### config.mk
export PLATFORM = sky130hd
export DESIGN_NAME = cau_div_prep
export DESIGN_NICKNAME = d
export VERILOG_FILES = /design/src/rtl/assert_macros.svh /design/src/rtl/cau_pkg.sv /design/src/rtl/cau_div_prep.sv
export SDC_FILE = /design/constraint.sdc
export NUM_CORES = 1
export LEC_CHECK = 0
export BUFFER_PORTS_ARGS = -buffer_cell sky130_fd_sc_hd__buf_4
export CAP_MARGIN = 40
export CORE_AREA = 5 5 226 228
export CTS_CLUSTER_DIAMETER = 100
export DETAILED_ROUTE_END_ITERATION = 7
export DIE_AREA = 0 0 231 233
export HOLD_SLACK_MARGIN = 0.12
export PLACE_DENSITY = 0.5
export SETUP_SLACK_MARGIN = 0.05
export SYNTH_ARGS = -nofsm -noshare
export SYNTH_HDL_FRONTEND = slang
export SYNTH_SLANG_ARGS = --single-unit
export TNS_END_PERCENT = 10
### constraint.sdc
create_clock -name clk -period 1.9 [get_ports clk]
set_input_delay 0.095 -clock clk [delete_from_list [all_inputs] [get_ports clk]]
set_output_delay 0.095 -clock clk [all_outputs]
set_load 0.02 [all_outputs]
### src/rtl/assert_macros.svh
// Assertion macros for the RTL
`ifndef ASSERT_MACROS_SVH
`define ASSERT_MACROS_SVH

`ifndef SYNTHESIS
`define CAU_ASSERT(lbl, prop, msg) \
  lbl: assert property (@(posedge clk) disable iff (!rst_n) prop) else $error(msg);
`define CAU_ASSERT_NR(lbl, prop, msg) \
  lbl: assert property (@(posedge clk) prop) else $error(msg);
`else
`define CAU_ASSERT(lbl, prop, msg)
`define CAU_ASSERT_NR(lbl, prop, msg)
`endif

`endif

### src/rtl/cau_pkg.sv
package cau_pkg;

  localparam int FRAC_BITS_DEF = 16;
  localparam int DATA_W        = 32;
  localparam int LIN_W         = DATA_W + 1;
  localparam int PROD_W        = 2 * DATA_W;
  localparam int SUM_W         = PROD_W + 1;
  localparam int DIV_STEPS     = DATA_W;

  typedef enum logic [2:0] {
    OP_ADD   = 3'd0,
    OP_MUL   = 3'd1,
    OP_SCALE = 3'd2,
    OP_DIV   = 3'd3,
    OP_CONJ  = 3'd4
  } op_t;

  typedef enum logic [1:0] {
    ST_OK   = 2'd0,
    ST_SAT  = 2'd1,
    ST_DIVZ = 2'd2
  } status_t;

  typedef struct packed {
    logic [DATA_W-1:0] val;
    logic              sat;
  } clamp_t;

  typedef struct packed {
    op_t                     op;
    logic signed [PROD_W-1:0] p_arbr;
    logic signed [PROD_W-1:0] p_aibi;
    logic signed [PROD_W-1:0] p_arbi;
    logic signed [PROD_W-1:0] p_aibr;
    logic signed [PROD_W-1:0] p_brbr;
    logic signed [PROD_W-1:0] p_bibi;
    logic signed [LIN_W-1:0]  lin_re;
    logic signed [LIN_W-1:0]  lin_im;
    logic                     bzero;
  } mul_t;

  typedef struct packed {
    op_t                     op;
    logic signed [SUM_W-1:0] s_re;
    logic signed [SUM_W-1:0] s_im;
    logic [PROD_W-1:0]       den;
    logic                    bzero;
  } cmb_t;

  typedef struct packed {
    logic              is_div;
    logic              bzero;
    logic              neg_re;
    logic              neg_im;
    logic              sat;
    logic [DATA_W-1:0] res_re;
    logic [DATA_W-1:0] res_im;
  } info_t;

  typedef struct packed {
    info_t             info;
    logic [PROD_W-1:0] mag_re;
    logic [PROD_W-1:0] mag_im;
    logic [PROD_W-1:0] den;
  } fin_t;

  typedef struct packed {
    info_t             info;
    logic [PROD_W-1:0] den;
    logic [PROD_W-1:0] rem_re;
    logic [PROD_W-1:0] rem_im;
    logic [DATA_W-1:0] sh_re;
    logic [DATA_W-1:0] sh_im;
    logic              ovf_re;
    logic              ovf_im;
  } dv_t;

endpackage

### src/rtl/cau_div_prep.sv
module cau_div_prep #(
  parameter int FRAC_BITS = cau_pkg::FRAC_BITS_DEF
) (
  input  logic          clk,
  input  logic          en,
  input  cau_pkg::fin_t d,
  output cau_pkg::dv_t  q
);
  import cau_pkg::*;

  localparam int HI_SH = DATA_W - FRAC_BITS;

  dv_t prep_r;
  dv_t prep_nxt;

  always_comb begin
    prep_nxt.info   = d.info;
    prep_nxt.den    = d.den;
    prep_nxt.rem_re = d.mag_re >> HI_SH;
    prep_nxt.rem_im = d.mag_im >> HI_SH;
    prep_nxt.ovf_re = (d.mag_re >> HI_SH) >= d.den;
    prep_nxt.ovf_im = (d.mag_im >> HI_SH) >= d.den;
    prep_nxt.sh_re  = {d.mag_re[HI_SH-1:0], {FRAC_BITS{1'b0}}};
    prep_nxt.sh_im  = {d.mag_im[HI_SH-1:0], {FRAC_BITS{1'b0}}};
  end

  always_ff @(posedge clk) begin
    if (en) begin
      prep_r <= prep_nxt;
    end
  end

  assign q = prep_r;
endmodule

* Word-level counts from Yosys, hierarchy flattened
Index checks and enable logic that the tools add are counted.
** Cells by class
- Magnitude comparators :: 2
** Operators with widths (count)
- $ge A48 B64 Y1 :: 2
** Storage, ports and cells
- Flip-flop bits (word level) :: 263
- Input bits :: 263
- Output and inout bits :: 327
- Logic and storage cells :: 16

* Depth between registers and ports, before layout
- Depth after elaboration :: 1
- Depth in mapped cells :: 8
- Gate-level depth less buffers :: 8

* Least setup slack after synthesis
Ideal clock, no wire load.
- Kind :: in2reg
- Start :: input d[14] (netlist bit)
- End :: register prep_r (netlist bit q[0]) (data pin)
- Library setup time :: 0.266 ns
- Arrival :: 1.584 ns
- Required time :: 1.634 ns
- Slack :: 0.050 ns
- Stages :: 8
- Buffers on the path :: 0
- Cell sequence :: inv_1 ha_1 a21oi_2 nand2_1 a221o_1 o31a_1 o311ai_1 a21oi_1
** RTL lines
- start, declared :: line cau_div_prep.sv:6 : input cau_pkg::fin_t d,
- end signal, assigned :: line cau_div_prep.sv:29 : prep_r <= prep_nxt;
- end, declared :: line cau_div_prep.sv:13 : dv_t prep_r;

==> results.ini <==
[final_layout]
final_cell_mix=buf_4 (587), edfxtp_1 (263), dlygate4sd3_1 (262)
fillCellCount=4589
layout.cells.non_filler=2169
syn2layout_area_growth_pct=83.5
largest_reg_flops=263
nets=1879
layout_commonest_cell=buf_4
drive_gt1_share_pct=41.9

[min_path]
hp-start=d[191]
hold_depth=4
holdPathEnd=q[1]
min_path_type=input port to flip-flop

[floorplanning]
start_util_pct=21.8
die_h_microns=233
die_area_sq_um=53800
core_area_sq_um=48600
ios=590
row_count=81
fp.dieW_microns=231

[setup_path]
worstPathArrival_ns=2.17
crit_path_start=d[185]
critPathLaunchType=input port
crit_type=input port to flip-flop
path_max_fanout=2
end_kind=flip-flop
critPathRequiredTime_ns=2.25

[sta]
post-route-min-period_ns=1.82
fmax_mhz=551
fin_crit_sh_pct=95.6
hold_ws_ns=0.158
hold_viol=0
rsz0062_at_grt=true
worstMarginPinSlew_ns=0.524
slew_headroom_pct=64.7
setup_tns_ns=0
setup_violations=0
final_max_slew_viol_count=0

[synthesis]
yosys_warnings=0
synth_top_area_share_pct=74.3
synthDistinctLibCells=29
synth-seq-area-share_pct=74.3
syn_avg_cell_area_sq_um=16.9
synthTopCellsByArea=edfxtp_1 (74%), ha_1 (11%), buf_4 (4.5%), a21oi_1 (2.0%), inv_1 (1.7%)
syn-cell-area_sq_um=10600
ys_ff_latch=263
postSynthCellCount=628
yosysTopAreaCell=edfxtp_1

[routing]
num_vias=8594
viasPerCell=3.96
ant_nets=0
wirelength_microns=42400
drc=0
first_iter_violations=356
dr.pass1.iters=4
wire_per_inst_microns=19.5

[power]
power_density_nw_per_um2=853
p_leak_nw=8.58
vdd_drop_max_uv=606

[grt]
grtUsageTotal_pct=14.9
grt_pass1_wl_microns=60200
busiest_layer=met2
grt_util_met3_pct=5.19
grt_max_degree=49
antenna_found_initial=1
met1_usage_pct=16.1
gr-total-overflow=0
grt_pass1_vias=9479
grt_use_met2_pct=27.2

[clock_tree]
cts_num_sinks=263
cts.htree.levels=2
clk_pin_slew_ns=0.05
cts_made_buffers=34
cts_max_path_buffers=3
cts_tree=done
cts-root-buf=clkbuf_16

[status]
status=finished, final reports clean

[placed_design]
port_buffers=525
place_hpwl_microns=32900
placedCellCount=1842
place.gp.congestion=0.797

[run]
cap_violations=0

-- synth_stat cells (all sizes together) --
| master | number |
|---|---|
| o21ai | 10 |
| inv | 49 |
| a21boi | 1 |
| nor2 | 6 |
| buf | 64 |
| conb | 1 |
| nand2b | 5 |
| ha | 96 |
| nor2b | 2 |
| nor4 | 7 |
| edfxtp | 263 |
| a211oi | 3 |
| nand4 | 20 |
| and3 | 2 |
| nand3 | 13 |
| o31a | 1 |
| nand2 | 24 |
| or4 | 1 |
| a21oi | 43 |
| o211ai | 4 |
| a2111o | 1 |
| a31oi | 2 |
| o311ai | 2 |
| a21o | 3 |
| a221o | 2 |
| and4 | 1 |
| a221oi | 2 |
-- through the flow --
stage	setup WS [ns]	power [mW]	util, %	area, sq um
finish	0.0845	16.6	40.1	19500
global route	0.0253	17.4	40.1	19500
CTS	0.0551	16.9	39.9	19400
detailed placement	-0.578	9.87	32.2	15700
global placement	-0.598	9.85	32.2	15700
floorplan	0.0504	8.28	-	10900
-- per-layer routing --
| metal | up-vias | share of wire (%) |
|---|---|---|
| li1 | 4071 | - |
| met1 | 4070 | 37 |
| met2 | 391 | 51 |
| met3 | 62 | 8.6 |
| met4 | 0 | 3.0 |
| met5 | - | 0 |
-- worst max-delay path, stage by stage --
cell and delay (ns):
dlygate4sd3_1 0.56, buf_4 0.15, ha_1 0.28, nand4_1 0.14, nor2_1 0.23, and3_2 0.30, buf_4 0.12, a21oi_1 0.09
a31oi_1 0.19
-- cell type report --
class / instances / area, sq um / area share (%)
Antenna cell: 1 / 2.50 / 0.0128
Clock buffer: 42 / 902 / 4.63
Clock inverter: 20 / 224 / 1.15
Inverter: 49 / 184 / 0.943
Multi-Input combinational cell: 315 / 2350 / 12.0
Sequential cell: 263 / 7900 / 40.5
Tap cell: 622 / 778 / 3.99
Timing Repair Buffer: 857 / 7160 / 36.7
-- where the power goes --
part / switching (mW) / internal, mW
Clock: 2.51 / 3.94
Combinational: 1.62 / 1.53
Sequential: 0.129 / 6.90
Total: 4.26 / 12.4
-- how the worst max path moves through the flow --
stage          slack, ns  endpoint
3_3_place_gp       -0.60      q[1]
6_report            0.08      q[1]
3_5_place_dp       -0.58      q[1]
5_1_grt             0.03      q[1]
4_1_cts             0.06      q[1]
2_1_floorplan       0.05      q[0]
-- what timing repair did --
action                                  4_1_cts  5_1_grt
pin swaps                                     0        8
gates resized for setup                       1       12
endpoints found under the hold margin       294        2
hold buffers                                262        2
endpoints found under the setup margin        1        2
buffers inserted                              0        0
-- cells by family (layout without fill, tap and decap cells) --
group                    after synthesis  after routing  share of synthesized area (%)
flip-flops                           263            263                           74.3
adder cells (fa/ha/maj)               96             96                           11.3
AND/OR/NAND/NOR                       81             81                           3.94
other                                  1             65                         0.0353
buffers and inverters                113            968                           6.25
AO/OA/AOI/OAI                         74             74                           4.13
No activity file was read; power rests on OpenSTA's default activity.
