`src/rtl/assert_macros.svh`:
```
// Assertion macros for the RTL
`ifndef ASSERT_MACROS_SVH
`define ASSERT_MACROS_SVH

`ifndef SYNTHESIS
`define CAU_ASSERT(lbl, prop, msg) \
  lbl: assert property (@(posedge clk) disable iff (!rst_n) prop) else $error(msg);
`define CAU_ASSERT_NR(lbl, prop, msg) \
  lbl: assert property (@(posedge clk) prop) else $error(msg);
`else
`define CAU_ASSERT(lbl, prop, msg)
`define CAU_ASSERT_NR(lbl, prop, msg)
`endif

`endif

```
`src/rtl/cau_pkg.sv`:
```
package cau_pkg;

  localparam int FRAC_BITS_DEF = 16;
  localparam int DATA_W        = 32;
  localparam int LIN_W         = DATA_W + 1;
  localparam int PROD_W        = 2 * DATA_W;
  localparam int SUM_W         = PROD_W + 1;
  localparam int DIV_STEPS     = DATA_W;

  typedef enum logic [2:0] {
    OP_ADD   = 3'd0,
    OP_MUL   = 3'd1,
    OP_SCALE = 3'd2,
    OP_DIV   = 3'd3,
    OP_CONJ  = 3'd4
  } op_t;

  typedef enum logic [1:0] {
    ST_OK   = 2'd0,
    ST_SAT  = 2'd1,
    ST_DIVZ = 2'd2
  } status_t;

  typedef struct packed {
    logic [DATA_W-1:0] val;
    logic              sat;
  } clamp_t;

  typedef struct packed {
    op_t                     op;
    logic signed [PROD_W-1:0] p_arbr;
    logic signed [PROD_W-1:0] p_aibi;
    logic signed [PROD_W-1:0] p_arbi;
    logic signed [PROD_W-1:0] p_aibr;
    logic signed [PROD_W-1:0] p_brbr;
    logic signed [PROD_W-1:0] p_bibi;
    logic signed [LIN_W-1:0]  lin_re;
    logic signed [LIN_W-1:0]  lin_im;
    logic                     bzero;
  } mul_t;

  typedef struct packed {
    op_t                     op;
    logic signed [SUM_W-1:0] s_re;
    logic signed [SUM_W-1:0] s_im;
    logic [PROD_W-1:0]       den;
    logic                    bzero;
  } cmb_t;

  typedef struct packed {
    logic              is_div;
    logic              bzero;
    logic              neg_re;
    logic              neg_im;
    logic              sat;
    logic [DATA_W-1:0] res_re;
    logic [DATA_W-1:0] res_im;
  } info_t;

  typedef struct packed {
    info_t             info;
    logic [PROD_W-1:0] mag_re;
    logic [PROD_W-1:0] mag_im;
    logic [PROD_W-1:0] den;
  } fin_t;

  typedef struct packed {
    info_t             info;
    logic [PROD_W-1:0] den;
    logic [PROD_W-1:0] rem_re;
    logic [PROD_W-1:0] rem_im;
    logic [DATA_W-1:0] sh_re;
    logic [DATA_W-1:0] sh_im;
    logic              ovf_re;
    logic              ovf_im;
  } dv_t;

endpackage

```
`src/rtl/cau_div_step.sv`:
```
module cau_div_step (
  input  logic         clk,
  input  logic         en,
  input  cau_pkg::dv_t d,
  output cau_pkg::dv_t q
);
  import cau_pkg::*;

  dv_t              step_r;
  dv_t              step_nxt;
  logic [PROD_W:0]  t_re;
  logic [PROD_W:0]  t_im;
  logic [PROD_W:0]  df_re;
  logic [PROD_W:0]  df_im;
  logic             ge_re;
  logic             ge_im;

  always_comb begin
    t_re  = {d.rem_re, d.sh_re[DATA_W-1]};
    t_im  = {d.rem_im, d.sh_im[DATA_W-1]};
    ge_re = t_re >= {1'b0, d.den};
    ge_im = t_im >= {1'b0, d.den};
    df_re = t_re - {1'b0, d.den};
    df_im = t_im - {1'b0, d.den};
    step_nxt        = d;
    step_nxt.rem_re = ge_re ? df_re[PROD_W-1:0] : t_re[PROD_W-1:0];
    step_nxt.rem_im = ge_im ? df_im[PROD_W-1:0] : t_im[PROD_W-1:0];
    step_nxt.sh_re  = {d.sh_re[DATA_W-2:0], ge_re};
    step_nxt.sh_im  = {d.sh_im[DATA_W-2:0], ge_im};
  end

  always_ff @(posedge clk) begin
    if (en) begin
      step_r <= step_nxt;
    end
  end

  assign q = step_r;
endmodule

```
`config.mk`:
```
export PLATFORM = sky130hd
export DESIGN_NAME = cau_div_step
export DESIGN_NICKNAME = d
export VERILOG_FILES = /design/src/rtl/assert_macros.svh /design/src/rtl/cau_pkg.sv /design/src/rtl/cau_div_step.sv
export SDC_FILE = /design/constraint.sdc
export NUM_CORES = 1
export LEC_CHECK = 0
export ABC_AREA = 1
export CORE_AREA = 2 2 242 291
export CTS_CLUSTER_DIAMETER = 80
export DETAILED_ROUTE_END_ITERATION = 10
export DIE_AREA = 0 0 244 293
export DONT_BUFFER_PORTS = 1
export HOLD_SLACK_MARGIN = 0.15
export SLEW_MARGIN = 5
export SYNTH_ARGS = -nofsm -noshare
export SYNTH_HDL_FRONTEND = slang
export SYNTH_SLANG_ARGS = --single-unit
```
`constraint.sdc`:
```
create_clock -name clk -period 2.78 [get_ports clk]
set_input_delay 0.556 -clock clk [delete_from_list [all_inputs] [get_ports clk]]
set_output_delay 0.556 -clock clk [all_outputs]
set_load 0.1 [all_outputs]
```
; Word level (Yosys, flattened, before mapping)
; Cells that the tools add are included.
[word_totals]
in_bits = 329
word_cells = 20
ff_bits = 327
[classes]
addsub = 2
mux = 2
order_cmp = 2
[op_table]
columns = op, count
row1 = $ge A65 B64 Y1, 2
row2 = $mux W64, 2
row3 = $sub A64 B64 Y64, 2

; Logic depth before layout (Yosys ltp)
; Gate-level depths: netlist of the first run.
[depth]
depth_word = 2
mapped_depth = 19
depth_no_buf = 17

; Worst setup path before layout of the first run
; No wires, ideal clock.
[synth_path]
path_kind = input to register
start = in d[201] in the netlist's numbering
end = reg step_r (netlist bit q[133]) (data pin)
path_stages = 18
arrival_ns = 2.127
setup_slack_ns = 0.400
path_cell_list = inv_1 -> ha_1 -> nand2_1 -> inv_1 -> nand2_1 -> nand2_1 -> inv_1 -> nand3_2 -> nand2_1 -> nand2_2 -> nand2_1 -> nand2_1 -> nand2_4 -> nand2_4 -> buf_6 -> buf_6 -> nand2_1 -> nand2_1
[synth_lines]
columns = item, line
row1 = from (decl), cau_div_step.sv:4  ; input cau_pkg::dv_t d,
row2 = to (signal assigned), cau_div_step.sv:34  ; step_r <= step_nxt;
row3 = to (decl), cau_div_step.sv:9  ; dv_t step_r;

==> flow_summary.ini, run 1 <==
[clocking]
numCtsBuffers = 40
cts_buffer_depth = 3
cts_tree = done
post-cts-setup-buffer-count = 0
cts-root-buf = clkbuf_16
htreeDepth = 2
cts.sinks = 327
clk_pin_slew_worst_paths_ns = 0.06

[drt]
antenna_left = 0
wl_per_cell_um = 23.17
drt_iter0_markers = 1825
firstDrtPassIters = 8
wl_mm = 120.3
vias = 24750
vias_per_cell = 4.764
drc = 0

[yosys]
yosysSeqAreaShare = 0.4126
ys_warn_count = 0
yosysTopAreaCell = edfxtp_1
syn_nets = 3847
ys_ff_latch = 327
yosys.area.top_type_share = 0.4126
syn-cell-area_um2 = 23800
synth_cell_types = 34
synth_area_leaders = edfxtp_1 (41%), nand2_1 (22%), inv_1 (11%)
syn_area_per_cell_um2 = 7.024
synth_cells = 3388

[worst_setup_path]
cpPeakStageDelay_ns = 0.35
worst_setup_path_start_kind = primary input
end_kind = register
slowest_stage = ha_1
crit_chain = inv_1 > buf_4 > ha_1 > nand2_1 > nor2_1 > nand2_1 > buf_4 > nor2_1 > nand2_1 > nand3_1 > nand2_1 > nand3_1 > nand2_1 > nand3_1 > nand2_1
critPathMostFrequentCell = nand2_1
cp.arrival_ns = 2.82
cp_max_fo = 4
crit_type = in -> reg
cp.required_ns = 3.11

[final_layout]
fin_util = 0.4849
largest_reg_flops = 327
syn_to_final_growth_pct = 39.48
drive_gt1_frac = 0.1865
fin_cells = 5194
final_cell_area_um2 = 33190
layout.nets = 4709
fill_cells = 6976
seqCellArea_um2 = 9819
multi_input_area_um2 = 11050

[power_and_ir_drop]
p_total_uw = 20580
power.leakage_uw = 0.01758
peakVddDrop_v = 0.0005119
p_per_area_nw_per_um2 = 620.1

[die]
die_h_um = 293
core-area_um2 = 68450
boundaryPins = 656
dieArea_um2 = 71490
placement_rows = 105
die_w_um = 244
initial_utilization = 0.3477

[global_routing]
antenna_found_initial = 5
grt.overflow.total = 0
grt_max_degree = 328
track_usage = 0.3241
grt_pass1_vias = 23940
grt_pass1_wl_mm = 165.2

[timing]
slew_violations = 0
tns_ns = 0
fmax_mhz = 400.4
finalSetupViolations = 0
fin_crit_ns = 2.498
slew-limit-headroom = 0.3352
hold_viol_final = 0
tightest_slew_ns = 0.9993
rsz0062_at_grt = false
finalCritPeriodShare = 0.8984

[hold_path]
min_path_type = in -> reg

[placed_design]
dp.cells = 4917
dp_hpwl_mm = 101.8
io_buffers = 0
post_dp_cell_area_um2 = 29870
gp_congestion = 1.062

[flow_run]
drv_cap = 0

[status]
status = completed
placed cells by master, fill, tap and decap left out, types with 20 or more instances in the layout:
master         Yosys  layout
a21oi_1           91      91
buf_4              0     642
clkbuf_16          0      40
dlygate4sd3_1      0     198
edfxtp_1         327     327
ha_1             128     128
inv_1            686     686
inv_2             30      30
nand2_1         1375    1375
nand3_1          285     285
nand3b_1          30      30
nor2_1           198     198
nor2_2            27      27
nor3_1            20      20
xor2_1            60      60
logic make-up (layout without fill, tap and decap cells):
logic type / Yosys count / in the layout / synth area share
AOI/OAI and AO/OA: 114 / 114 / 0.02471
adders and majority gates: 130 / 130 / 0.06898
other: 0 / 6 / 0
DFF: 327 / 327 / 0.4126
xor gates and xnor gates: 62 / 62 / 0.02282
buffers and inverters: 759 / 1650 / 0.1230
and+or+nand+nor: 1996 / 1996 / 0.3478
timing repair:
action,4_1_cts,5_1_grt
hold buffers,197,3
resized for setup,0,0
hold endpoints to repair,288,29
endpoints found under the setup margin,0,0
Yosys cell counts, drive strengths merged:
| master | number |
|---|---|
| inv | 716 |
| a21o | 2 |
| or2 | 2 |
| fa | 2 |
| xor2 | 60 |
| nor3 | 23 |
| and2 | 3 |
| o21ai | 16 |
| nand4 | 17 |
| nand3 | 290 |
| xnor2 | 2 |
| o21bai | 5 |
| nand3b | 30 |
| buf | 22 |
| a21oi | 91 |
| nor2 | 229 |
| nand2 | 1385 |
| and3 | 6 |
| nor4 | 11 |
| clkinv | 4 |
| edfxtp | 327 |
| clkbuf | 17 |
| ha | 128 |
per-stage QoR:
stage / hold WS (ns) / worst slack [ns]
3_3_place_gp: 0.6549 / -0.2166
3_5_place_dp: 0.6549 / -0.2331
4_1_cts: 0.07696 / 0.3764
6_report: 0.1935 / 0.2824
2_1_floorplan: 0.6549 / 0.4001
5_1_grt: 0.1696 / 0.1578
per-layer routing:
layer | wire length [um] | up-vias | global-route usage
li1 | - | 12250 | -
met5 | 0 | - | 0
met4 | 6942 | 0 | 0.1670
met3 | 7927 | 195 | 0.05608
met2 | 59950 | 1032 | 0.5845
met1 | 45510 | 11270 | 0.3649
where the power goes:
part | internal (uW) | total (uW) | leakage, uW | switching [uW]
logic | 2260 | 7670 | 0.0138 | 5420
registers | 6120 | 7620 | 0.00320 | 1500
clock network | 3040 | 5290 | 0.000605 | 2250
total | 11400 | 20600 | 0.0176 | 9170
final timing paths:
kind	start	endpoint	slack [ns]	cells past startpoint
setup / recovery	d[211]	q[122]	0.28	15
hold / removal	d[167]	q[168]	0.19	2
worst max-delay path: cells and delay by family:
| family | cells | cell delay, ns |
|---|---|---|
| fa+ha+maj | 1 | 0.35 |
| simple gates | 11 | 1.45 |
| buf+inv | 3 | 0.46 |
final cells by class:
cell class / count / share of cell area
repair buffers: 859 / 0.2166
clock inverters: 23 / 0.007464
flip-flops and latches: 327 / 0.2958
multi-input cells: 2302 / 0.3329
well taps: 909 / 0.03427
diodes: 6 / 0.0004524
clock buffers: 48 / 0.03106
inverters: 720 / 0.08142
No activity file was read; power rests on OpenSTA's default activity.
==> run 2, diff against run 1 <==
Settings changed: CORE_AREA 2 2 242 291 to 2 2 216 325, DIE_AREA 0 0 244 293 to 0 0 218 327.
==> run 2 against run 1 <==
Utilization down 0.24 points. Die area fell by 0.29%. Global-route usage is 1.3 points higher. Worst hold slack worse by 0.016 ns. Via count grew 1.0%. Sequential share of layout area grew 0.12 points. Clock power up 9.3%. First-iteration DRC count grew 7.3%. Final area is 0.40% lower. Power is 2.3% higher. Final cell count is 0.92% lower. Critical path type unchanged. Largest power group is now sequential cells.
==> flow_summary.ini, run 2 (synthesis results as in run 1) <==
[status]
status = completed

[final_layout]
largest_reg_flops = 327
drive_gt1_frac = 0.1789
layout.nets = 4671
syn_to_final_growth_pct = 38.92
mostFrequentLayoutCell = nand2_1
final_cell_mix = nand2_1 (1375), inv_1 (686), buf_4 (593), edfxtp_1 (327), nand3_1 (285)
fin_cells = 5146

[drt]
drc = 0
vias = 25000
drt_iter0_markers = 1958
antenna_left = 0
met3WireLength_mm = 11.06
wl_met1_mm = 45.99
wl_per_cell_um = 24.00
wl_met2_mm = 56.40
wl_mm = 123.5
firstDrtPassIters = 8
top_layer = met5
vias_per_cell = 4.858

[placed_design]
dp_hpwl_mm = 103.4
io_buffers = 0
pre_cts_ws_ns = -0.2561
gp_congestion = 1.058
dp.cells = 4860

[timing]
finalSetupViolations = 0
setup_ws_ns = 0.2798
slew-limit-headroom = 0.2453
finalCritPeriodShare = 0.8993
slew_violations = 0
fin_crit_ns = 2.500
tightest_slew_ns = 1.135
hold_viol_final = 0
fmax_mhz = 400.0
rsz0062_at_grt = false

[global_routing]
grt_pass1_vias = 24530
track_usage = 0.3374
grt_max_degree = 232
grt_pass1_wl_mm = 169.1
grt.overflow.total = 0
antenna_found_initial = 11

[clocking]
cts-root-buf = clkbuf_16
clk_pin_slew_worst_paths_ns = 0.06
numCtsBuffers = 40
cts.sinks = 327
htreeDepth = 2
cts_buffer_depth = 3
cts_tree = done

[die]
initial_utilization = 0.3474
boundaryPins = 656
die_w_um = 218
die_h_um = 327
core-area_um2 = 68510
dieArea_um2 = 71290
placement_rows = 118

[worst_setup_path]
slowest_stage = ha_1
cp_max_fo = 31
cp.required_ns = 3.23
crit_chain = inv_1 > buf_4 > ha_1 > nand2_1 > inv_1 > nand2_1 > nand2_1 > nand2_1 > nand2_1 > inv_1 > a21oi_1 > nor2_4 > nand2_4 > buf_12 > nand3_1 > nand2_1
critPathMostFrequentCell = nand2_1
end_kind = register
cpPeakStageDelay_ns = 0.37
path_buf_inv = 5
cp.arrival_ns = 2.95
crit_type = in -> reg
worst_setup_path_start_kind = primary input
critPathTopFamily = simple AND/OR/NAND/NOR gates

[power_and_ir_drop]
power.leakage_uw = 0.01746
p_per_area_nw_per_um2 = 636.9
peakVddDrop_v = 0.0005771

[flow_run]
drv_cap = 0

[hold_path]
min_path_type = in -> reg
## run 2: cell types whose count changed in the layout (fill, tap and decap cells not counted), sizes merged
cell | before | now
clkbuf | 48 | 43
bufinv | 4 | 7
diode | 6 | 4
buf | 661 | 612
dlygate4sd3 | 198 | 209
clkinv | 14 | 12
inv | 720 | 725
## run 2: worst paths after layout
| kind | start | end | slack, ns | depth (start not counted) |
|---|---|---|---|---|
| min | d[107] | q[108] | 0.18 | 2 |
| max | d[238] | q[180] | 0.28 | 16 |
## run 2: where the power goes
group	leakage, uW	switching (uW)	total, uW	internal, uW
logic	0.0136	5380	7580	2200
clock network	0.000677	2390	5780	3400
registers	0.00320	1570	7690	6120
## run 2: repair_timing
| item | CTS | global route |
|---|---|---|
| resized for setup | 0 | 0 |
| endpoints found under the hold margin | 294 | 0 |
| hold buffers | 210 | 0 |
| setup buffers | 0 | 0 |
## run 2: routing by layer
layer	GRT usage	up-vias
met5	0	-
met4	0.2308	16
met3	0.09879	272
met2	0.5569	1087
met1	0.3730	11470
li1	-	12150
## run 2: final cells by class
type                       instances  area [um2]
sequential                       327        9819
tap                              900        1126
clock inverter                    29       386.6
multi-input combinational       2302       11050
fill                            6961       35450
inverter                         720        2703
clock buffer                      43        1033
antenna                            4       10.01
timing repair buffer             821        6932
## run 2: metrics by stage
step	hold WS, ns	utilization	instance area [um2]	setup TNS, ns	total power, uW
2_1_floorplan	0.6549	-	23800	0	12410
3_3_place_gp	0.6549	0.4308	29510	-13.79	14950
3_5_place_dp	0.6549	0.4308	29510	-15.64	14960
4_1_cts	0.1511	0.4824	33050	0	21120
5_1_grt	0.1644	0.4825	33060	0	21790
6_report	0.1780	0.4826	33060	0	21060
