File: src/rtl/assert_macros.svh
// Assertion macros for the RTL
`ifndef ASSERT_MACROS_SVH
`define ASSERT_MACROS_SVH

`ifndef SYNTHESIS
`define CAU_ASSERT(lbl, prop, msg) \
  lbl: assert property (@(posedge clk) disable iff (!rst_n) prop) else $error(msg);
`define CAU_ASSERT_NR(lbl, prop, msg) \
  lbl: assert property (@(posedge clk) prop) else $error(msg);
`else
`define CAU_ASSERT(lbl, prop, msg)
`define CAU_ASSERT_NR(lbl, prop, msg)
`endif

`endif

File: src/rtl/cau_pkg.sv
package cau_pkg;

  localparam int FRAC_BITS_DEF = 16;
  localparam int DATA_W        = 32;
  localparam int LIN_W         = DATA_W + 1;
  localparam int PROD_W        = 2 * DATA_W;
  localparam int SUM_W         = PROD_W + 1;
  localparam int DIV_STEPS     = DATA_W;

  typedef enum logic [2:0] {
    OP_ADD   = 3'd0,
    OP_MUL   = 3'd1,
    OP_SCALE = 3'd2,
    OP_DIV   = 3'd3,
    OP_CONJ  = 3'd4
  } op_t;

  typedef enum logic [1:0] {
    ST_OK   = 2'd0,
    ST_SAT  = 2'd1,
    ST_DIVZ = 2'd2
  } status_t;

  typedef struct packed {
    logic [DATA_W-1:0] val;
    logic              sat;
  } clamp_t;

  typedef struct packed {
    op_t                     op;
    logic signed [PROD_W-1:0] p_arbr;
    logic signed [PROD_W-1:0] p_aibi;
    logic signed [PROD_W-1:0] p_arbi;
    logic signed [PROD_W-1:0] p_aibr;
    logic signed [PROD_W-1:0] p_brbr;
    logic signed [PROD_W-1:0] p_bibi;
    logic signed [LIN_W-1:0]  lin_re;
    logic signed [LIN_W-1:0]  lin_im;
    logic                     bzero;
  } mul_t;

  typedef struct packed {
    op_t                     op;
    logic signed [SUM_W-1:0] s_re;
    logic signed [SUM_W-1:0] s_im;
    logic [PROD_W-1:0]       den;
    logic                    bzero;
  } cmb_t;

  typedef struct packed {
    logic              is_div;
    logic              bzero;
    logic              neg_re;
    logic              neg_im;
    logic              sat;
    logic [DATA_W-1:0] res_re;
    logic [DATA_W-1:0] res_im;
  } info_t;

  typedef struct packed {
    info_t             info;
    logic [PROD_W-1:0] mag_re;
    logic [PROD_W-1:0] mag_im;
    logic [PROD_W-1:0] den;
  } fin_t;

  typedef struct packed {
    info_t             info;
    logic [PROD_W-1:0] den;
    logic [PROD_W-1:0] rem_re;
    logic [PROD_W-1:0] rem_im;
    logic [DATA_W-1:0] sh_re;
    logic [DATA_W-1:0] sh_im;
    logic              ovf_re;
    logic              ovf_im;
  } dv_t;

endpackage

File: src/rtl/cau_fin.sv
module cau_fin #(
  parameter int FRAC_BITS = cau_pkg::FRAC_BITS_DEF
) (
  input  logic          clk,
  input  logic          en,
  input  cau_pkg::cmb_t d,
  output cau_pkg::fin_t q
);
  import cau_pkg::*;

  fin_t                    fin_r;
  fin_t                    fin_nxt;
  logic signed [SUM_W-1:0] s_re;
  logic signed [SUM_W-1:0] s_im;
  logic signed [SUM_W-1:0] n_re;
  logic signed [SUM_W-1:0] n_im;
  clamp_t                  c_re;
  clamp_t                  c_im;

  function automatic clamp_t clamp_sum(input logic signed [SUM_W-1:0] v);
    clamp_t c;
    if ((&v[SUM_W-1:DATA_W-1]) || !(|v[SUM_W-1:DATA_W-1])) begin
      c.val = v[DATA_W-1:0];
      c.sat = 1'b0;
    end else begin
      c.val = v[SUM_W-1] ? {1'b1, {(DATA_W-1){1'b0}}} : {1'b0, {(DATA_W-1){1'b1}}};
      c.sat = 1'b1;
    end
    return c;
  endfunction

  always_comb begin
    s_re = d.s_re;
    s_im = d.s_im;
    n_re = -s_re;
    n_im = -s_im;
    c_re = '0;
    c_im = '0;
    fin_nxt = '0;
    fin_nxt.den          = d.den;
    fin_nxt.info.bzero   = d.bzero;
    case (d.op)
      OP_MUL, OP_SCALE: begin
        c_re = clamp_sum(s_re >>> FRAC_BITS);
        c_im = clamp_sum(s_im >>> FRAC_BITS);
      end
      OP_ADD, OP_CONJ: begin
        c_re = clamp_sum(s_re);
        c_im = clamp_sum(s_im);
      end
      OP_DIV: begin
        fin_nxt.info.is_div = 1'b1;
        fin_nxt.info.neg_re = s_re[SUM_W-1];
        fin_nxt.info.neg_im = s_im[SUM_W-1];
        fin_nxt.mag_re      = s_re[SUM_W-1] ? n_re[PROD_W-1:0] : s_re[PROD_W-1:0];
        fin_nxt.mag_im      = s_im[SUM_W-1] ? n_im[PROD_W-1:0] : s_im[PROD_W-1:0];
      end
      default: begin
        c_re = '0;
        c_im = '0;
      end
    endcase
    fin_nxt.info.res_re = c_re.val;
    fin_nxt.info.res_im = c_im.val;
    fin_nxt.info.sat    = c_re.sat | c_im.sat;
  end

  always_ff @(posedge clk) begin
    if (en) begin
      fin_r <= fin_nxt;
    end
  end

  assign q = fin_r;
endmodule

File: config.mk
export PLATFORM = sky130hd
export DESIGN_NAME = cau_fin
export DESIGN_NICKNAME = d
export VERILOG_FILES = /design/src/rtl/assert_macros.svh /design/src/rtl/cau_pkg.sv /design/src/rtl/cau_fin.sv
export SDC_FILE = /design/constraint.sdc
export NUM_CORES = 1
export LEC_CHECK = 0
export ABC_AREA = 1
export BUFFER_PORTS_ARGS = -buffer_cell sky130_fd_sc_hd__buf_2
export CAP_MARGIN = 20
export CORE_ASPECT_RATIO = 0.7
export CORE_MARGIN = 2
export CORE_UTILIZATION = 40
export CTS_BUF_LIST = sky130_fd_sc_hd__clkbuf_4
export DETAILED_ROUTE_END_ITERATION = 16
export PLACE_DENSITY_LB_ADDON = 0.2
export SLEW_MARGIN = 10
export SYNTH_ARGS = -nofsm -noshare
export SYNTH_HDL_FRONTEND = slang
export SYNTH_SLANG_ARGS = --single-unit
export TNS_END_PERCENT = 5
File: constraint.sdc
create_clock -name clk -period 2.6 [get_ports clk]
set_input_delay 0.13 -clock clk [delete_from_list [all_inputs] [get_ports clk]]
set_output_delay 0.13 -clock clk [all_outputs]
set_load 0.1 [all_outputs]
## After elaboration in Yosys (flattened, before gate mapping)

Cells that the tools add are included.

- Output and inout port bits: 261
- Register bits after elaboration: 261

- Reduce and logical (&&, ||, !) cells: 19
- Bitwise logic cells: 1
- Muxes and demuxes: 11
- $add $sub $neg: 2
- Eq/ne operators: 4

Operators by type and width:

| cell | number |
|---|---|
| 2-to-1 mux 33 bit | 4 |
| one-hot mux 33 bit (2 select lines) | 2 |
| 2-to-1 mux 64 bit | 2 |
| negator 64 bit | 2 |
| AND reduction 34 bit | 2 |
| OR reduction 34 bit | 2 |
| 2-to-1 mux 32 bit | 2 |
| AND reduction 18 bit | 2 |
| OR reduction 18 bit | 2 |
| equality test 3 x 2 -> 1 bit, second input constant | 2 |
| zero test 1 bit | 4 |
| logical OR 1 bit | 4 |
| OR reduction 2 bit | 2 |
| equality test 3 x 1 -> 1 bit, second input constant | 1 |
| equality test 3 bit, second input constant | 1 |
| zero test 3 bit | 1 |
| 2-to-1 mux 1 bit | 1 |
| OR 1 bit | 1 |

## Longest topological paths before layout

Gate-level depths: netlist of run 1.

- Word-level depth: 6
- Depth in mapped cells: 12

## Least setup slack after synthesis of run 1

No wires, ideal clock.

- Path kind: input-to-reg
- Start: in d[130] (netlist name)
- End: reg fin_r, in the netlist q[166] (data pin)
- Arrival: 1.219 ns
- Buffers on the path: 0
- Stages: 11
- Setup slack: 1.128 ns
- Cells stage by stage: inv_1 > ha_1 > nand3_1 > nand2_2 > o21ai_1 > nor2_2 > nand2_1 > inv_2 > nand2_1 > nor2_1 > nor2_1

- Longest elaborated chain between the ends: 2

RTL lines:

| what | line | RTL |
|---|---|---|
| from (decl) | cau_fin.sv:6 | `input cau_pkg::cmb_t d,` |
| negator 64 bit | cau_fin.sv:35 | `n_re = -s_re;` |
| 2-to-1 mux 64 bit | cau_fin.sv:55 | `fin_nxt.mag_re = s_re[SUM_W-1] ? n_re[PROD_W-1:0] : s_re[PROD_W-1:0];` |
| to (signal assigned) | cau_fin.sv:70 | `fin_r <= fin_nxt;` |
| to (decl) | cau_fin.sv:11 | `fin_t fin_r;` |

No other way between the ends.
A chain may end at the register's enable or synchronous reset.

==> flow_summary.toml, run 1 <==
[detailed_routing]
drt_iter0_drc = 1805
drc = 0
drtPass1Iterations = 5
avgRoutedWirePerCell_um = 21.01
wl_um = 64970
vias_per_cell = 5.171
postRouteAntennaNets = 0
vias = 15988

[placement]
dpl_cell_area_um2 = 17490
place.port_buffers = 460
place_congestion = 0.9576
dp_hpwl_um = 48380

[sta]
tightestPinTransition_ns = 1.051
finalSetupTns_ns = 0
hold_viol_final = 0
slew_viol_final = 0
finalWorstPathRequiredPeriod_ns = 2.497
timing.final.crit_share_pct = 96.05
maxSlewHeadroom_pct = 29.83
clock.fmax_mhz = 400.4
setup_viol = 0
rsz0062_at_grt = "no"

[min_path]
hp-class = "in -> reg"

[clock_tree]
clk_pin_slew_ns = 0.07
h-tree-depth = 3
cts_sinks = 261
numCtsBuffers = 69
cts_tree = "yes"
root_buffer = "clkbuf_4"
cts_max_path_buffers = 3

[global_route]
grt_antenna_before_repair = 5
grt_overflow = 0
grt_pass1_vias = 14964
grt_pass1_wl_um = 92360
grt_max_degree = 77
grt_usage_pct = 33.19

[worst_setup_path]
startpoint = "d[118]"
cp.arrival_ns = 2.98
path_max_fanout = 16
criticalPathCategory = "in -> reg"
crit_end = "q[195]"
crit_required_ns = 3.08
worst_setup_path_end_kind = "flip-flop"
startpoint_type = "input pin"

[pwr]
switchingPower_mw = 5.285
power.leakage_nw = 8.985
power.share.combinational_pct = 32.0
max-vdd-ir-drop_mv = 0.3797
clockPowerShare_pct = 28.4
p_seq_share_pct = 39.7
p_int_mw = 7.544
swShare_pct = 41.19
p_per_area_nw_per_um2 = 626.7
p_total_mw = 12.83

[final_layout]
largest_reg_flops = 261
drive_gt1_share_pct = 24.65
final_cell_mix = "609 x nand2_1, 459 x buf_2, 383 x nor2_1"
post-route-util_pct = 56.98
area_growth_pct = 40.38
design_area_um2 = 20470
fin_nets = 2764
final_common_cell = "nand2_1"
n_fill_cell = 3420

[status]
status = "complete, no violations"

[synth]
ys_ff_latch = 261
synth_area_per_cell_um2 = 7.912
seq_area_frac_synth_pct = 53.75
synth_cell_types = 30
syn_nets = 2045
synth_area_um2 = 14580
netlist_instances = 1843
ys_warn_count = 0

[floorplan]
start_util_pct = 40.59
ioPinCount = 461
dieArea_um2 = 38020
die_w_um = 232.2
dieHeight_um = 163.7
core_area_um2 = 35920
rows = 58

[run]
drv_cap = 0
[cells in the mapped netlist, drive strengths merged]
| cell type | n | area share, % |
|---|---|---|
| nor3 | 14 | 0.48 |
| nor3b | 4 | 0.21 |
| a21oi | 74 | 2.6 |
| buf | 42 | 2.0 |
| nand3b | 5 | 0.26 |
| nor2 | 399 | 11 |
| o21ai | 131 | 4.6 |
| nand4 | 25 | 1.1 |
| or2 | 1 | 0.060 |
| and2 | 1 | 0.043 |
| nand2 | 615 | 16 |
| nand3 | 112 | 4.0 |
| clkbuf | 17 | 0.45 |
| edfxtp | 261 | 54 |
| ha | 2 | 0.17 |
| inv | 140 | 3.6 |
[worst max-delay path: stages]
cell	delay, ns
dlygate4sd3_1	0.55
buf_2	0.16
nor2_1	0.19
nand2_1	0.12
nor2_2	0.16
nand3_2	0.14
o21ai_2	0.21
clkinvlp_4	0.14
buf_4	0.21
buf_4	0.21
o21ai_1	0.14
nand2_1	0.07
dlygate4sd3_1	0.55
[per-layer routing]
| metal | wire (um) | vias to the layer above | track usage (%) |
|---|---|---|---|
| met2 | 27410 | 904 | 47.31 |
| met3 | 6961 | 110 | 8.767 |
| met5 | 13 | - | 0 |
| li1 | - | 7523 | - |
| met4 | 1881 | 2 | 11.66 |
| met1 | 28700 | 7449 | 48.37 |
[power by group through the flow]
| stage | Clock (mW) | Sequential [mW] | Combinational [mW] |
|---|---|---|---|
| 2_1_floorplan | 0 | 7.47 | 0.530 |
| 3_3_place_gp | 0 | 5.17 | 3.79 |
| 3_5_place_dp | 0 | 5.17 | 3.80 |
| 4_1_cts | 3.72 | 5.09 | 4.06 |
| 5_1_grt | 3.96 | 5.11 | 4.24 |
| 6_report | 3.64 | 5.09 | 4.10 |
[cell type report]
class,count,area [um2],share of cell area [%]
tap,480,600.6,2.934
clock buffer,96,720.7,3.521
timing repair buffer,707,4765,23.28
sequential,261,7838,38.29
multi-input combinational,1383,5876,28.70
inverter,140,529.3,2.586
clock inverter,21,131.4,0.6418
antenna,4,10.01,0.04890
[timing repair]
item,CTS,global route
resized for setup,0,2
hold buffers,206,0
buffers inserted,0,5
endpoints found under the setup margin,0,4
hold endpoints to repair,316,0
[per-stage QoR]
step / setup WS, ns / hold slack, ns / std cells
after floorplan: 1.128 / 0.2289 / 1843
after global placement: 0.2418 / 0.3072 / 2759
after global routing: 0.01816 / 0.03024 / 3092
final: 0.1027 / 0.09132 / 3092
after detailed placement: 0.1731 / 0.3085 / 2759
after CTS: 0.1535 / 0.01337 / 3082
[logic make-up after synthesis]
logic type / share of synthesized area, %
simple gates: 32.79
flops: 53.75
compound gates: 7.242
buf+inv: 6.049
fa+ha+maj: 0.1716
[worst min path at each step]
| stage | startpoint | end | slack (ns) | cells past startpoint |
|---|---|---|---|---|
| 2_1_floorplan | d[1] | q[0] | 0.23 | 0 |
| 3_3_place_gp | d[4] | q[3] | 0.31 | 1 |
| 3_5_place_dp | d[52] | q[51] | 0.31 | 1 |
| 4_1_cts | d[194] | q[190] | 0.01 | 5 |
| 5_1_grt | d[9] | q[8] | 0.03 | 2 |
| 6_report | d[66] | q[65] | 0.09 | 5 |
No activity file was read; power rests on OpenSTA's default activity.
==> run 2: changes to the inputs <==
--- a/config.mk
+++ b/config.mk
@@ -13,9 +13,8 @@
 export CORE_UTILIZATION = 40
 export CTS_BUF_LIST = sky130_fd_sc_hd__clkbuf_4
 export DETAILED_ROUTE_END_ITERATION = 16
-export PLACE_DENSITY_LB_ADDON = 0.2
+export PLACE_DENSITY = 0.63
 export SLEW_MARGIN = 10
 export SYNTH_ARGS = -nofsm -noshare
 export SYNTH_HDL_FRONTEND = slang
 export SYNTH_SLANG_ARGS = --single-unit
-export TNS_END_PERCENT = 5
==> run 2 against run 1 <==
Worst hold slack got worse by 0.013 ns. Die area unchanged. Total power increased by 2.0%. Sequential share of layout area decreased by 0.12 points. Via count increased by 0.25%. Cell count about the same. Cell area increased by 0.31%. Wire length decreased by 0.96%. Largest cell class unchanged.
==> flow_summary.toml, run 2 (same netlist as run 1, synthesis figures left out) <==
[status]
status = "complete, no violations"

[detailed_routing]
drt_iter0_drc = 1868
wl_um = 64350
avgRoutedWirePerCell_um = 20.80
drc = 0
vias_per_cell = 5.182
postRouteAntennaNets = 0
drtPass1Iterations = 6
vias = 16028

[final_layout]
final_cell_mix = "609 x nand2_1, 459 x buf_2, 383 x nor2_1"
area_growth_pct = 40.81
fin_nets = 2767
stdcell_count = 3093
drive_gt1_share_pct = 24.44
final_common_cell = "nand2_1"
design_area_um2 = 20530
n_fill_cell = 3417
largest_reg_flops = 261

[sta]
hold_viol_final = 0
slew_viol_final = 0
timing.final.crit_share_pct = 95.12
rsz0062_at_grt = "no"
clock.fmax_mhz = 404.4
finalWorstPathRequiredPeriod_ns = 2.473
worst_slack_ns = 0.1270
setup_viol = 0
finalSetupTns_ns = 0
hold_ws_ns = 0.07865
tightestPinTransition_ns = 1.015
maxSlewHeadroom_pct = 32.29

[worst_setup_path]
path_max_fanout = 17
crit_required_ns = 3.21
worst_setup_path_end_kind = "flip-flop"
criticalPathCategory = "in -> reg"
cp.arrival_ns = 3.08
startpoint_type = "input pin"
startpoint = "d[124]"

[floorplan]
start_util_pct = 40.59
dieArea_um2 = 38020
dieHeight_um = 163.7
ioPinCount = 461
core_area_um2 = 35920
die_w_um = 232.2
rows = 58

[min_path]
hp-class = "in -> reg"
min-delay-start = "d[194]"

[clock_tree]
clk_pin_slew_ns = 0.07
holdBufCountCts = 217
post_cts_buffers = 0
h-tree-depth = 3
cts_max_path_buffers = 3
root_buffer = "clkbuf_4"
cts.repair.resized = 0
cts_tree = "yes"
cts_sinks = 261
numCtsBuffers = 70

[global_route]
grt_max_degree = 58
grt_usage_pct = 33.05
grt_overflow = 0
grt_pass1_wl_um = 91600
grt_antenna_before_repair = 3
grt_pass1_vias = 14927

[pwr]
p_per_area_nw_per_um2 = 637.4
max-vdd-ir-drop_mv = 0.4078
power.leakage_nw = 9.035

[placement]
place_congestion = 1.001
place.port_buffers = 460
dpl_cell_area_um2 = 17450
dp_cells = 2756
dp_hpwl_um = 48290
place_ws_ns = 0.4750

[run]
drv_cap = 0
-- run 2: cell count changes in the layout (fill, tap and decap cells not counted), moves of 2 or more --
cell           delta
clkinv_4          +2
diode_2           -2
dlygate4sd3_1    +11
clkinvlp_4        -3
buf_4             -7
clkinv_1          -5
clkbuf_4          +7
-- run 2: metrics by stage --
| stage | util [%] | power (mW) |
|---|---|---|
| 2_1_floorplan | - | 7.997 |
| 3_3_place_gp | 48.58 | 8.967 |
| 3_5_place_dp | 48.58 | 8.979 |
| 4_1_cts | 57.14 | 13.11 |
| 5_1_grt | 57.16 | 13.54 |
| 6_report | 57.16 | 13.09 |
-- run 2: critical path: stages --
cell	delay, ns
dlygate4sd3_1	0.52
buf_2	0.16
nand2_1	0.06
nor2_1	0.13
nand3_2	0.15
nor2_4	0.16
nor2_1	0.11
nor2_2	0.59
buf_4	0.33
o21ai_0	0.11
nand2_1	0.08
dlygate4sd3_1	0.55
-- run 2: per-layer routing --
metal  share of wire [%]  global-route usage [%]  vias to the layer above
li1                    -                       -                     7548
met1                  43                   46.17                     7426
met2                  42                   46.69                      919
met3                  13                   11.84                      133
met4                 3.3                   12.53                        2
met5               0.022                       0                        -
-- run 2: path summary, 6_finish.rpt --
check             slack [ns]      to  cells after the start
setup / recovery        0.13  q[203]                     12
hold / removal          0.08  q[258]                      3
-- run 2: layout make-up --
type	instances	area, um2	area share [%]
diodes	2	5.005	0.02438
clock buffers	103	773.2	3.766
clock inverters	15	131.4	0.6399
inverters	140	525.5	2.559
multi-input cells	1383	5872	28.60
flip-flops and latches	261	7838	38.17
well taps	480	600.6	2.925
repair buffers	709	4787	23.32
-- run 2: report_power, final --
| part | internal, mW | total [mW] | switching (mW) |
|---|---|---|---|
| Clock | 2.02 | 3.88 | 1.87 |
| Combinational | 0.747 | 4.12 | 3.37 |
| Sequential | 4.98 | 5.09 | 0.104 |
